[src/rtl/cfc_pkg.sv]
// shared types, constants and the crc-32c byte update for the frame checker
// no dependencies
`timescale 1ns / 1ps

package cfc_pkg;

	localparam int MAGIC_BYTES = 4;
	localparam int POS_W = 34;
	localparam int FIFO_DEPTH = 4;
	localparam int FIFO_PTR_W = (FIFO_DEPTH > 1) ? $clog2(FIFO_DEPTH) : 1;
	localparam int FIFO_CNT_W = $clog2(FIFO_DEPTH + 1);

	localparam logic [POS_W-1:0] MAGIC_END = POS_W'(MAGIC_BYTES);
	localparam logic [POS_W-1:0] VERSION_END = POS_W'(MAGIC_BYTES + 4);
	localparam logic [POS_W-1:0] HDR_LEN = POS_W'(MAGIC_BYTES + 8);
	localparam logic [POS_W-1:0] MIN_LEN = POS_W'(MAGIC_BYTES + 12);
	localparam logic [POS_W-1:0] POS_MAX = {POS_W{1'b1}};

	localparam logic [31:0] CRC_POLY = 32'h82F6_3B78;
	localparam logic [31:0] CRC_INIT = 32'hFFFF_FFFF;

	localparam int CFG_IDX_W = 1;
	localparam logic [CFG_IDX_W-1:0] CFG_MAGIC_WORD = 1'b0;
	localparam logic [CFG_IDX_W-1:0] CFG_MAX_VERSION = 1'b1;

	typedef enum logic [2:0] {
		ST_OK      = 3'd0,
		ST_SMALL   = 3'd1,
		ST_MAGIC   = 3'd2,
		ST_VERSION = 3'd3,
		ST_SIZE    = 3'd4,
		ST_CRC     = 3'd5
	} status_t;

	// one classified byte, front to back
	typedef struct packed {
		logic [7:0] data;
		logic       last;
		logic       magic_miss;
		logic       ver_en;
		logic       len_en;
		logic       crc_en;
		logic       too_small;
		logic       size_ok;
	} entry_t;

	function automatic logic [31:0] crc32c_byte(input logic [31:0] crc, input logic [7:0] b);
		logic [31:0] c;
		c = crc ^ {24'd0, b};
		for (int k = 0; k < 8; k++) begin
			if (c[0]) begin
				c = (c >> 1) ^ CRC_POLY;
			end else begin
				c = c >> 1;
			end
		end
		return c;
	endfunction

endpackage

[src/rtl/cfc_front.sv]
// front end: counts bytes, tracks the declared length and classifies each byte
// depends on cfc_pkg
`timescale 1ns / 1ps

module cfc_front (
	input  logic               clk,
	input  logic               arst_n,
	input  logic               accept,
	input  logic [7:0]         file_byte,
	input  logic               last_byte,
	input  logic [63:0]        magic_word,
	output cfc_pkg::entry_t    entry
);
	import cfc_pkg::*;

	logic [POS_W-1:0] pos_q;
	logic [31:0]      length_q;
	logic [7:0][7:0]  magic_bytes;
	logic             in_magic;
	logic             in_version;
	logic             in_length;
	logic [31:0]      length_next;
	logic [POS_W-1:0] total;

	assign magic_bytes = magic_word;
	assign in_magic = pos_q < MAGIC_END;
	assign in_version = !in_magic && (pos_q < VERSION_END);
	assign in_length = !in_magic && !in_version && (pos_q < HDR_LEN);
	assign length_next = in_length ? {file_byte, length_q[31:8]} : length_q;
	assign total = (pos_q == POS_MAX) ? pos_q : pos_q + POS_W'(1);

	always_comb begin
		entry.data = file_byte;
		entry.last = last_byte;
		entry.magic_miss = in_magic && (magic_bytes[pos_q[2:0]] != file_byte);
		entry.ver_en = in_version;
		entry.len_en = in_length;
		entry.crc_en = (pos_q < HDR_LEN) || (pos_q < HDR_LEN + {2'b00, length_q});
		entry.too_small = total < MIN_LEN;
		entry.size_ok = total == (MIN_LEN + {2'b00, length_next});
	end

	always_ff @(posedge clk or negedge arst_n) begin
		if (!arst_n) begin
			pos_q <= '0;
			length_q <= '0;
		end else if (accept) begin
			if (last_byte) begin
				pos_q <= '0;
				length_q <= '0;
			end else begin
				pos_q <= total;
				length_q <= length_next;
			end
		end
	end

`ifndef SYNTHESIS
	a_frame_restart: assert property (@(posedge clk) disable iff (!arst_n)
		accept && last_byte |=> pos_q == '0 && length_q == '0)
		else $error("byte position not cleared after final byte");
`endif

endmodule

[src/rtl/cfc_fifo.sv]
// short queue of classified bytes between front and back
// depends on cfc_pkg
`timescale 1ns / 1ps

module cfc_fifo (
	input  logic            clk,
	input  logic            arst_n,
	input  logic            push,
	input  cfc_pkg::entry_t push_data,
	input  logic            pop,
	output cfc_pkg::entry_t pop_data,
	output logic            empty,
	output logic            full
);
	import cfc_pkg::*;

	entry_t                mem_q [FIFO_DEPTH];
	logic [FIFO_PTR_W-1:0] wr_ptr_q;
	logic [FIFO_PTR_W-1:0] rd_ptr_q;
	logic [FIFO_CNT_W-1:0] count_q;

	assign empty = count_q == '0;
	assign full = count_q == FIFO_CNT_W'(FIFO_DEPTH);
	assign pop_data = mem_q[rd_ptr_q];

	always_ff @(posedge clk) begin
		if (push) begin
			mem_q[wr_ptr_q] <= push_data;
		end
	end

	always_ff @(posedge clk or negedge arst_n) begin
		if (!arst_n) begin
			wr_ptr_q <= '0;
			rd_ptr_q <= '0;
			count_q <= '0;
		end else begin
			if (push) begin
				wr_ptr_q <= (wr_ptr_q == FIFO_PTR_W'(FIFO_DEPTH - 1)) ? '0
					: wr_ptr_q + FIFO_PTR_W'(1);
			end
			if (pop) begin
				rd_ptr_q <= (rd_ptr_q == FIFO_PTR_W'(FIFO_DEPTH - 1)) ? '0
					: rd_ptr_q + FIFO_PTR_W'(1);
			end
			if (push && !pop) begin
				count_q <= count_q + FIFO_CNT_W'(1);
			end else if (pop && !push) begin
				count_q <= count_q - FIFO_CNT_W'(1);
			end
		end
	end

`ifndef SYNTHESIS
	a_count_bound: assert property (@(posedge clk) disable iff (!arst_n)
		count_q <= FIFO_CNT_W'(FIFO_DEPTH))
		else $error("queue count beyond depth");
	a_no_underflow: assert property (@(posedge clk) disable iff (!arst_n)
		pop |-> !empty)
		else $error("pop from empty queue");
`endif

endmodule

[src/rtl/cfc_back.sv]
// back end: crc, header fields, trailer capture and final status register
// depends on cfc_pkg
`timescale 1ns / 1ps

module cfc_back (
	input  logic            clk,
	input  logic            arst_n,
	input  logic            fifo_empty,
	input  cfc_pkg::entry_t entry,
	output logic            pop,
	input  logic [31:0]     max_version,
	output logic            result_valid,
	input  logic            result_stall,
	output logic [2:0]      status,
	output logic [31:0]     frame_version,
	output logic [31:0]     payload_length,
	output logic [31:0]     computed_crc
);
	import cfc_pkg::*;

	logic [31:0] crc_q;
	logic        magic_bad_q;
	logic [31:0] version_q;
	logic [31:0] length_q;
	logic [31:0] trailer_q;
	logic        res_valid_q;
	status_t     status_q;
	logic [31:0] version_out_q;
	logic [31:0] length_out_q;
	logic [31:0] crc_out_q;

	logic [31:0] crc_n;
	logic        magic_bad_n;
	logic [31:0] version_n;
	logic [31:0] length_n;
	logic [31:0] trailer_n;
	status_t     status_n;

	assign pop = !fifo_empty && (!res_valid_q || !result_stall);

	always_comb begin
		crc_n = entry.crc_en ? crc32c_byte(crc_q, entry.data) : crc_q;
		trailer_n = entry.crc_en ? trailer_q : {entry.data, trailer_q[31:8]};
		magic_bad_n = magic_bad_q || entry.magic_miss;
		version_n = entry.ver_en ? {entry.data, version_q[31:8]} : version_q;
		length_n = entry.len_en ? {entry.data, length_q[31:8]} : length_q;
		priority if (entry.too_small) begin
			status_n = ST_SMALL;
		end else if (magic_bad_n) begin
			status_n = ST_MAGIC;
		end else if (version_n > max_version) begin
			status_n = ST_VERSION;
		end else if (!entry.size_ok) begin
			status_n = ST_SIZE;
		end else if (trailer_n != ~crc_n) begin
			status_n = ST_CRC;
		end else begin
			status_n = ST_OK;
		end
	end

	always_ff @(posedge clk or negedge arst_n) begin
		if (!arst_n) begin
			crc_q <= CRC_INIT;
			magic_bad_q <= 1'b0;
			version_q <= '0;
			length_q <= '0;
			trailer_q <= '0;
		end else if (pop) begin
			if (entry.last) begin
				crc_q <= CRC_INIT;
				magic_bad_q <= 1'b0;
				version_q <= '0;
				length_q <= '0;
				trailer_q <= '0;
			end else begin
				crc_q <= crc_n;
				magic_bad_q <= magic_bad_n;
				version_q <= version_n;
				length_q <= length_n;
				trailer_q <= trailer_n;
			end
		end
	end

	always_ff @(posedge clk or negedge arst_n) begin
		if (!arst_n) begin
			res_valid_q <= 1'b0;
		end else if (pop) begin
			res_valid_q <= entry.last;
		end else if (!result_stall) begin
			res_valid_q <= 1'b0;
		end
	end

	always_ff @(posedge clk) begin
		if (pop && entry.last) begin
			status_q <= status_n;
			version_out_q <= version_n;
			length_out_q <= length_n;
			crc_out_q <= ~crc_n;
		end
	end

	assign result_valid = res_valid_q;
	assign status = status_q;
	assign frame_version = version_out_q;
	assign payload_length = length_out_q;
	assign computed_crc = crc_out_q;

`ifndef SYNTHESIS
	a_status_range: assert property (@(posedge clk) disable iff (!arst_n)
		res_valid_q |-> status_q == ST_OK || status_q == ST_SMALL || status_q == ST_MAGIC
			|| status_q == ST_VERSION || status_q == ST_SIZE || status_q == ST_CRC)
		else $error("result status out of range");
`endif

endmodule

[src/rtl/crc32c_frame_checker_core.sv]
// top level of the crc-32c frame checker: config registers, front, queue, back
// depends on cfc_pkg, cfc_front, cfc_fifo, cfc_back
`timescale 1ns / 1ps

// usage:
// byte channel: file_byte and last_byte with byte_valid; a transaction happens
//   at a clock edge with byte_valid high and byte_stall low. last_byte marks the
//   final byte of a file; the next byte starts a new file.
// result channel: one transaction per file, with status, frame_version,
//   payload_length and computed_crc, under result_valid and result_stall.
// config channel: cfg_index 0 is magic_word, 1 is max_version; writes complete
//   when cfg_valid and cfg_ready are high (cfg_ready is always high). write only
//   while no file is in flight.
// throughput: one byte per cycle while byte_stall is low; the crc update of one byte
//   and the position compares are each combinational.
// final byte: it enters the four-entry queue at its transaction; the back end loads
//   the result register and raises result_valid when it pops that byte.
// reset: arst_n clears the queue, frame state and result_valid, and loads magic_word
//   with 0 and max_version with 1.
// receiver stall: the result register holds, the back end stops, the queue
//   fills and byte_stall rises once it holds four bytes.

module crc32c_frame_checker_core (
	input  logic                      clk,
	input  logic                      arst_n,
	input  logic                      byte_valid,
	output logic                      byte_stall,
	input  logic [7:0]                file_byte,
	input  logic                      last_byte,
	output logic                      result_valid,
	input  logic                      result_stall,
	output logic [2:0]                status,
	output logic [31:0]               frame_version,
	output logic [31:0]               payload_length,
	output logic [31:0]               computed_crc,
	input  logic                      cfg_valid,
	output logic                      cfg_ready,
	input  logic [cfc_pkg::CFG_IDX_W-1:0] cfg_index,
	input  logic [63:0]               cfg_data
);
	import cfc_pkg::*;

	logic [63:0] magic_word_q;
	logic [31:0] max_version_q;
	logic        accept;
	logic        fifo_full;
	logic        fifo_empty;
	logic        pop;
	entry_t      push_entry;
	entry_t      pop_entry;

	assign cfg_ready = 1'b1;
	assign byte_stall = fifo_full;
	assign accept = byte_valid && !fifo_full;

	always_ff @(posedge clk or negedge arst_n) begin
		if (!arst_n) begin
			magic_word_q <= '0;
			max_version_q <= 32'd1;
		end else if (cfg_valid && cfg_ready) begin
			unique case (cfg_index)
				CFG_MAGIC_WORD: magic_word_q <= cfg_data;
				CFG_MAX_VERSION: max_version_q <= cfg_data[31:0];
				default: ;
			endcase
		end
	end

	cfc_front u_front (
		.clk        (clk),
		.arst_n     (arst_n),
		.accept     (accept),
		.file_byte  (file_byte),
		.last_byte  (last_byte),
		.magic_word (magic_word_q),
		.entry      (push_entry)
	);

	cfc_fifo u_fifo (
		.clk       (clk),
		.arst_n    (arst_n),
		.push      (accept),
		.push_data (push_entry),
		.pop       (pop),
		.pop_data  (pop_entry),
		.empty     (fifo_empty),
		.full      (fifo_full)
	);

	cfc_back u_back (
		.clk            (clk),
		.arst_n         (arst_n),
		.fifo_empty     (fifo_empty),
		.entry          (pop_entry),
		.pop            (pop),
		.max_version    (max_version_q),
		.result_valid   (result_valid),
		.result_stall   (result_stall),
		.status         (status),
		.frame_version  (frame_version),
		.payload_length (payload_length),
		.computed_crc   (computed_crc)
	);

endmodule
[config.mk]
export PLATFORM = sky130hd
export DESIGN_NAME = crc32c_frame_checker_core
export DESIGN_NICKNAME = d
export VERILOG_FILES = /design/src/rtl/cfc_pkg.sv /design/src/rtl/cfc_front.sv /design/src/rtl/cfc_fifo.sv /design/src/rtl/cfc_back.sv /design/src/rtl/crc32c_frame_checker_core.sv
export SDC_FILE = /design/constraint.sdc
export NUM_CORES = 1
export LEC_CHECK = 0
export ABC_AREA = 1
export BUFFER_PORTS_ARGS = -buffer_cell sky130_fd_sc_hd__buf_2
export CORE_ASPECT_RATIO = 1.2
export CORE_UTILIZATION = 40
export DETAILED_ROUTE_END_ITERATION = 10
export SLEW_MARGIN = 20
export SYNTH_ARGS = -nofsm -noshare
export SYNTH_HDL_FRONTEND = slang
export SYNTH_SLANG_ARGS = --single-unit
[constraint.sdc]
create_clock -name clk -period 18 [get_ports clk]
set_input_delay 0.9 -clock clk [delete_from_list [all_inputs] [get_ports clk]]
set_output_delay 0.9 -clock clk [all_outputs]
set_load 0.01 [all_outputs]
* Yosys cells after proc, flatten, opt, wreduce, memory -nomap -nowiden
Memory sizes are Yosys's and may differ from the RTL's.
Cells that the tools add are included.
** Storage, ports and cells
- Register bits :: 398
- RAM bits :: 60
- Input port bits :: 79
- Output and inout bits :: 102
- Memories :: 1
** Memory list
- u_fifo.mem_q :: depth 4, width 15, read ports 1, clocked after memory_dff 0, wr ports 1, RTL line cfc_fifo.sv:17 : entry_t mem_q [FIFO_DEPTH];
** Operators by class
- Add/sub/neg operators :: 7
- Magnitude comparators :: 7
- Eq/ne operators :: 8
- Multiplexer cells :: 35
- Bitwise operators :: 11
- Reduce and logical (&&, ||, !) cells :: 25
** Operators with widths (count)
- 32-bit two-way mux :: 18
- 16-bit NOT with 17-bit output :: 8
- 34-bit by 4-bit < comparator with 1-bit output, second input constant :: 2
- 34-bit two-way mux :: 2
- 34-bit by 1-bit adder with 34-bit output, second input constant :: 1
- 34-bit equality test :: 1
- 34-bit equality test, second input constant :: 1
- 34-bit by 3-bit < comparator with 1-bit output, second input constant :: 1
- 34-bit < comparator :: 1
- 34-bit by 5-bit < comparator with 1-bit output, second input constant :: 1
- 4-bit by 32-bit adder with 33-bit output, first input constant :: 1
- 5-bit by 32-bit adder with 33-bit output, first input constant :: 1
- 32-bit > comparator :: 1
- 32-bit inequality test :: 1
- 32-bit NOT :: 1
- 32-bit by 8-bit XOR with 32-bit output :: 1
- 8-bit binary-select mux with 3-bit select :: 1
- 3-bit two-way mux :: 4
- 1-bit logical AND :: 9
- 1-bit logical NOT :: 8
- 2-bit two-way mux :: 4
- 8-bit two-way mux :: 1
- 8-bit inequality test :: 1
- 1-bit two-way mux :: 5
- 13 further kinds :: 18

* Depth between registers and ports, before layout
An unclocked memory read counts as a cell.
- Depth in word-level cells :: 25
- Gate-level depth with buffers :: 29
- Mapped depth without buffers :: 27

* Modules after synthesis
A second synthesis with hierarchy kept.
** Unflattened totals
- Cells, all modules :: 3432
- Area total of the unflattened synthesis :: 26947.1 µm²
** Modules (own cells, without submodules)
- cfc_back :: instances 1, cells each 1573, area an instance 12509.5 µm², sequential area each 6266.0 µm²
- cfc_front :: instances 1, cells each 1211, area an instance 7692.4 µm², sequential area each 1651.6 µm²
- crc32c_frame_checker_core :: instances 1, cells each 422, area an instance 3876.2 µm², sequential area each 2403.6 µm²
- cfc_fifo :: instances 1, cells each 226, area an instance 2869.0 µm², sequential area each 1976.9 µm²

* Worst setup path after synthesis
No wires, ideal clock.
- Path type :: register to register
- Start :: register u_fifo.rd_ptr_q[1]
- End :: register u_back.crc_out_q[0], in the netlist u_back.computed_crc[0] (enable)
- Setup time :: 559 ps
- Data arrival time :: 5343 ps
- Required time :: 17441 ps
- Setup slack :: 12098 ps
- Cell stages (with the launch flop) :: 7
- Clock period less this slack :: 5902 ps
- Cell sequence :: dfrtp_1 -> inv_2 -> buf_4 -> clkbuf_1 -> a21oi_1 -> a32o_1 -> nor2_1
** On the way
- Longest elaborated chain between the ends :: 2
** RTL lines
- start, declared :: RTL line cfc_fifo.sv:19 : logic [FIFO_PTR_W-1:0] rd_ptr_q;
- start signal, assigned :: RTL line cfc_fifo.sv:43 : rd_ptr_q <= (rd_ptr_q == FIFO_PTR_W'(FIFO_DEPTH - 1)) ? '0
- memory read 4 x 15 bit
- 1-bit logical AND :: RTL line cfc_back.sv:97 : if (pop && entry.last) begin
- end signal, assigned :: RTL line cfc_back.sv:101 : crc_out_q <= ~crc_n;
- end, declared :: RTL line cfc_back.sv:30 : logic [31:0] crc_out_q;
Every way passes these cells.
A chain may end at the register's enable or synchronous reset.

* Worst setup path in the final report
- Start :: register u_fifo.rd_ptr_q[1]
- End :: register u_back.status_q[0], in the netlist u_back.status[0] (data pin)
** On the way
- Longest elaborated chain between the ends :: 22
** RTL lines
- memory read 4 x 15 bit (*)
- 32-bit by 8-bit XOR with 32-bit output :: RTL line cfc_pkg.sv:49 : c = crc ^ {24'd0, b};
- 32-bit two-way mux :: RTL line cfc_pkg.sv:51 : if (c[0]) begin
- 32-bit two-way mux or 16-bit NOT with 17-bit output (tied branches)
- 16-bit NOT with 17-bit output (no line) or 32-bit two-way mux (tied branches)
- 32-bit two-way mux or 16-bit NOT with 17-bit output (tied branches) (2 in a row)
- 16-bit NOT with 17-bit output (no line) or 32-bit two-way mux (tied branches)
- 32-bit two-way mux or 16-bit NOT with 17-bit output (tied branches)
- (+5 left out)
- 32-bit two-way mux :: RTL line cfc_pkg.sv:51
- 32-bit two-way mux :: RTL line cfc_back.sv:42 : crc_n = entry.crc_en ? crc32c_byte(crc_q, entry.data) : crc_q;
- 32-bit NOT :: RTL line cfc_back.sv:55 : end else if (trailer_n != ~crc_n) begin
- 32-bit inequality test :: RTL line cfc_back.sv:55
- 3-bit two-way mux :: RTL line cfc_back.sv:55
- 3-bit two-way mux :: RTL line cfc_back.sv:53 : end else if (!entry.size_ok) begin
- 2-bit two-way mux :: RTL line cfc_back.sv:51 : end else if (version_n > max_version) begin
- 2-bit two-way mux :: RTL line cfc_back.sv:49 : end else if (magic_bad_n) begin
- end signal, assigned :: RTL line cfc_back.sv:98 : status_q <= status_n;
- end, declared :: RTL line cfc_back.sv:27 : status_t status_q;
Every way passes the cells marked *; elsewhere a longest branch is shown, timed or not.

==> summary.md <==
| Metric | Value |
|---|---|
| Top Ports | 181 |
| Most frequent cells in the layout | 944 x nand2_1, 431 x inv_1, 266 x dfrtp_1 |
| Die footprint | 66800 µm² |
| Final net count | 3524 |
| Tightest Hold Check Type | primary input to asynchronous set/reset pin |
| Initial antenna violation count | 2 |
| Top-area cell type share of the netlist area | approximately a quarter |
| Vias in the first global route | about 21000 |
| Crit path max fanout | 58 |
| Sequential-to-total area share from yosys stat | 46.7% |
| Slowest cell on crit path | dfrtp_1 |
| Place WS | 13.26 ns |
| Worst-Margin Slew | 1.07 ns |
| Post-cts sizing count | 0 |
| GRT Total Usage | 23.7% |
| Wirelength per Cell | 18.9 µm |
| FF-to-FF Start | u_fifo.rd_ptr_q[1] |
| Final instance area | 29700 µm² |
| Sequential Area | 12300 µm² |
| R2R setup slack | 13.19 ns |
| Syn Inst Count | 3244 |
| Leak Pwr | between 10 and 15 nW |
| Critical Path Max Stage Delay | 0.60 ns |
| Max Slew Vio Count | 0 |
| Crit path from | u_fifo.rd_ptr_q[1] |
| R2r endpoint | u_back.status[0] |
| Vias | 22300 |
| CTS Root Cell | clkbuf_16 |
| Post-DP HPWL | 57900 µm |
| Total power | 0.00602 W |
| Setup CP Type | register to register |
| FILL cells | 6479 |
| Worst hold slack | 0.273 ns |
| Setup Skew | 0.0263 ns |
| Max-Cap Viols | 0 |
| Footprint of the multi-input gates | 11700 µm² |
| Largest area contributor in the netlist | dfrtp_1 |
| Core area | approximately 65000 µm² |
| Clock slew at reported path FFs | 0.06 ns |
| Initial Util | 40.6% |
| Rows | just over 100 |
| Setup TNS Final | 0 ns |
| Largest net degree at the start of global routing | 100 |
| Post-synth EDFFs | around 160 |
| Top FF cell, synth | dfrtp_1 |
| Die Y | 283 µm |
| Number of nets with antenna violations after routing | 0 |
| Most used cell, CP | nand2_1 |
| Clock Sinks | 458 |
| First-pass GRT wire length | 123000 µm |
| Final wirelength | 80200 µm |
| Worst-case vdd ir drop | 99.9 µV |
| Synth top area cells | dfrtp_1 25%, edfxtp_1 18%, nand2_1 14% |
| Post-synthesis cell type count | 67 |
| Final Cycle Share | 26.7% |
| Final min period | 4.81 ns |
| Net Count, Synth | roughly 3400 |
| Max FFs per register | between 60 and 70 |
| Residual DRC | 0 |
| Mapped Area | 26300 µm² |
| IO Port Bufs | 179 |
| RSZ-0062 raised after global routing | no |
| Fin. Hold Viols | 0 |
| Number of DRC markers in iteration 0 | approximately 1600 |
| Die Width | 236 µm |
| Commonest non-fill, non-tap cell in the layout | nand2_1 |
| Pwr per Cell Area | a little over 200 nW/µm² |
| Worst path arrival time | 5.18 ns |
| CTS Hold Bufs | 0 |
| Most flops, register | magic_word_q |
| CTS tree | yes |
| H-tree depth | 2 |
| Inserted Clock Buffers | 51 |
| YS warnings | 0 |
| DP Area | 27900 µm² |
| Area Overhead vs Synth | 12.9% |
| Flop and latch count out of synthesis | 458 |
| Worst-path cell chain | inv_2 > nand3_1 > nand2_4 > buf_4 > nand2_1 > o21ai_0 > inv_1 > nand3_1 > nand2_1 > nor2_1 > nand2_1 > nor2_1 > nand3_1 > nor2_1 > nand2_1 > nor2_1 > nand3_1 > nor2_1 > nand3_1 > o21bai_1 > nand2_1 > nand2_1 > nand2_1 |
| Setup crit start kind | register |
| Mean Syn Cell Area | roughly 8.1 µm² |
| Biggest regs | magic_word_q x64, u_fifo.mem_q x60, u_front.pos_q x34 |
| Worst skew pair latency | 0.62 ns |
| Final GP Congestion | 0.942 |
| Status | finished clean |
| Slew headroom | between 20% and 30% |
| Critical path required time | 18.37 ns |
| Async SR Flop Fraction | 65.3% |
| Post-CTS setup buffers | 0 |
| R2R depth | 23 |
| Avg Vias per Cell | 5.24 |
| Clock buffer depth | 3 |
| Setup violators final | 0 |
| Crit. End Element | register |
| Post-route setup slack | roughly 13 ns |
| TritonRoute pass-1 iters | 6 |
| Fraction of layout cells with a size suffix above 1 | 13.8% |
| Grt total ovfl | 0 |
| Max Freq | 208 MHz |
metrics by stage:
step	utilization (%)	cells
CTS	45.8	4246
detailed placement	43.0	4150
global placement	43.0	4150
floorplan	-	3244
finish	45.8	4247
global route	45.8	4246
cell usage after synthesis (6+ instances only):
master	n
a21oi_1	53
a22oi_1	17
nor2_1	158
nand4_1	50
o21ai_2	7
clkbuf_1	83
nand3b_1	11
nand3_1	176
inv_1	432
nand2_1	947
nand2_4	7
nor2_2	11
edfxtp_1	159
dfstp_2	33
buf_6	12
buf_4	12
nor4_1	19
dfrtp_1	266
nor3_1	25
o21a_1	47
inv_2	21
nand3_2	12
xor2_1	80
o21ai_1	13
or2_1	6
o21ai_0	229
mux2_2	30
buf_2	10
nand2_2	28
xnor2_1	9
ha_1	73
o22ai_1	137
buf_1	8
layout make-up:
class | count | share of cell area [%]
antenna | 1 | 0.00842
timing repair buffer | 199 | 3.55
clock inverter | 26 | 1.33
multi-input combinational | 2203 | 39.5
inverter | 458 | 5.81
tap | 832 | 3.50
clock buffer | 70 | 4.89
sequential | 458 | 41.4
critical path: cells and delay by family (launching register included):
family | cells | cell delay (ns)
AND/OR/NAND/NOR | 18 | 2.43
buffers and inverters | 3 | 1.08
flip-flops | 1 | 0.60
AO/OA/AOI/OAI | 2 | 0.37
worst max-delay path by stage:
stage                              to  slack (ns)
2_1_floorplan  u_back.computed_crc[0]       12.10
3_3_place_gp         u_back.status[0]       13.28
3_5_place_dp         u_back.status[0]       13.26
4_1_cts              u_back.status[0]       13.25
5_1_grt              u_back.status[0]       12.76
6_report             u_back.status[0]       13.19
power breakdown:
part / switching, W / internal (W)
sequential: 0.000145 / 0.00150
combinational: 0.00231 / 0.000914
clock: 0.000458 / 0.000685
total: 0.00291 / 0.00310
kinds of logic (layout without fill, tap and decap cells):
logic type / count (synthesis) / in the layout / share of synthesized area, %
xor gates and xnor gates: 92 / 92 / 3.22
AOI/OAI and AO/OA: 534 / 534 / 12.0
DFF: 458 / 458 / 46.7
buffers and inverters: 583 / 753 / 8.90
other: 1 / 2 / 0.0142
muxes: 30 / 30 / 1.28
and+or+nand+nor: 1472 / 1472 / 24.3
adders and majority gates: 74 / 74 / 3.55
layer usage:
layer	up-vias	GRT usage, %	share of wire, %
met4	2	9.79	4.1
met2	615	41.2	49
li1	10900	-	-
met1	10500	29.4	42
met3	182	3.15	4.5
met5	-	0	0.016
Power figures use the tool's default switching activity.
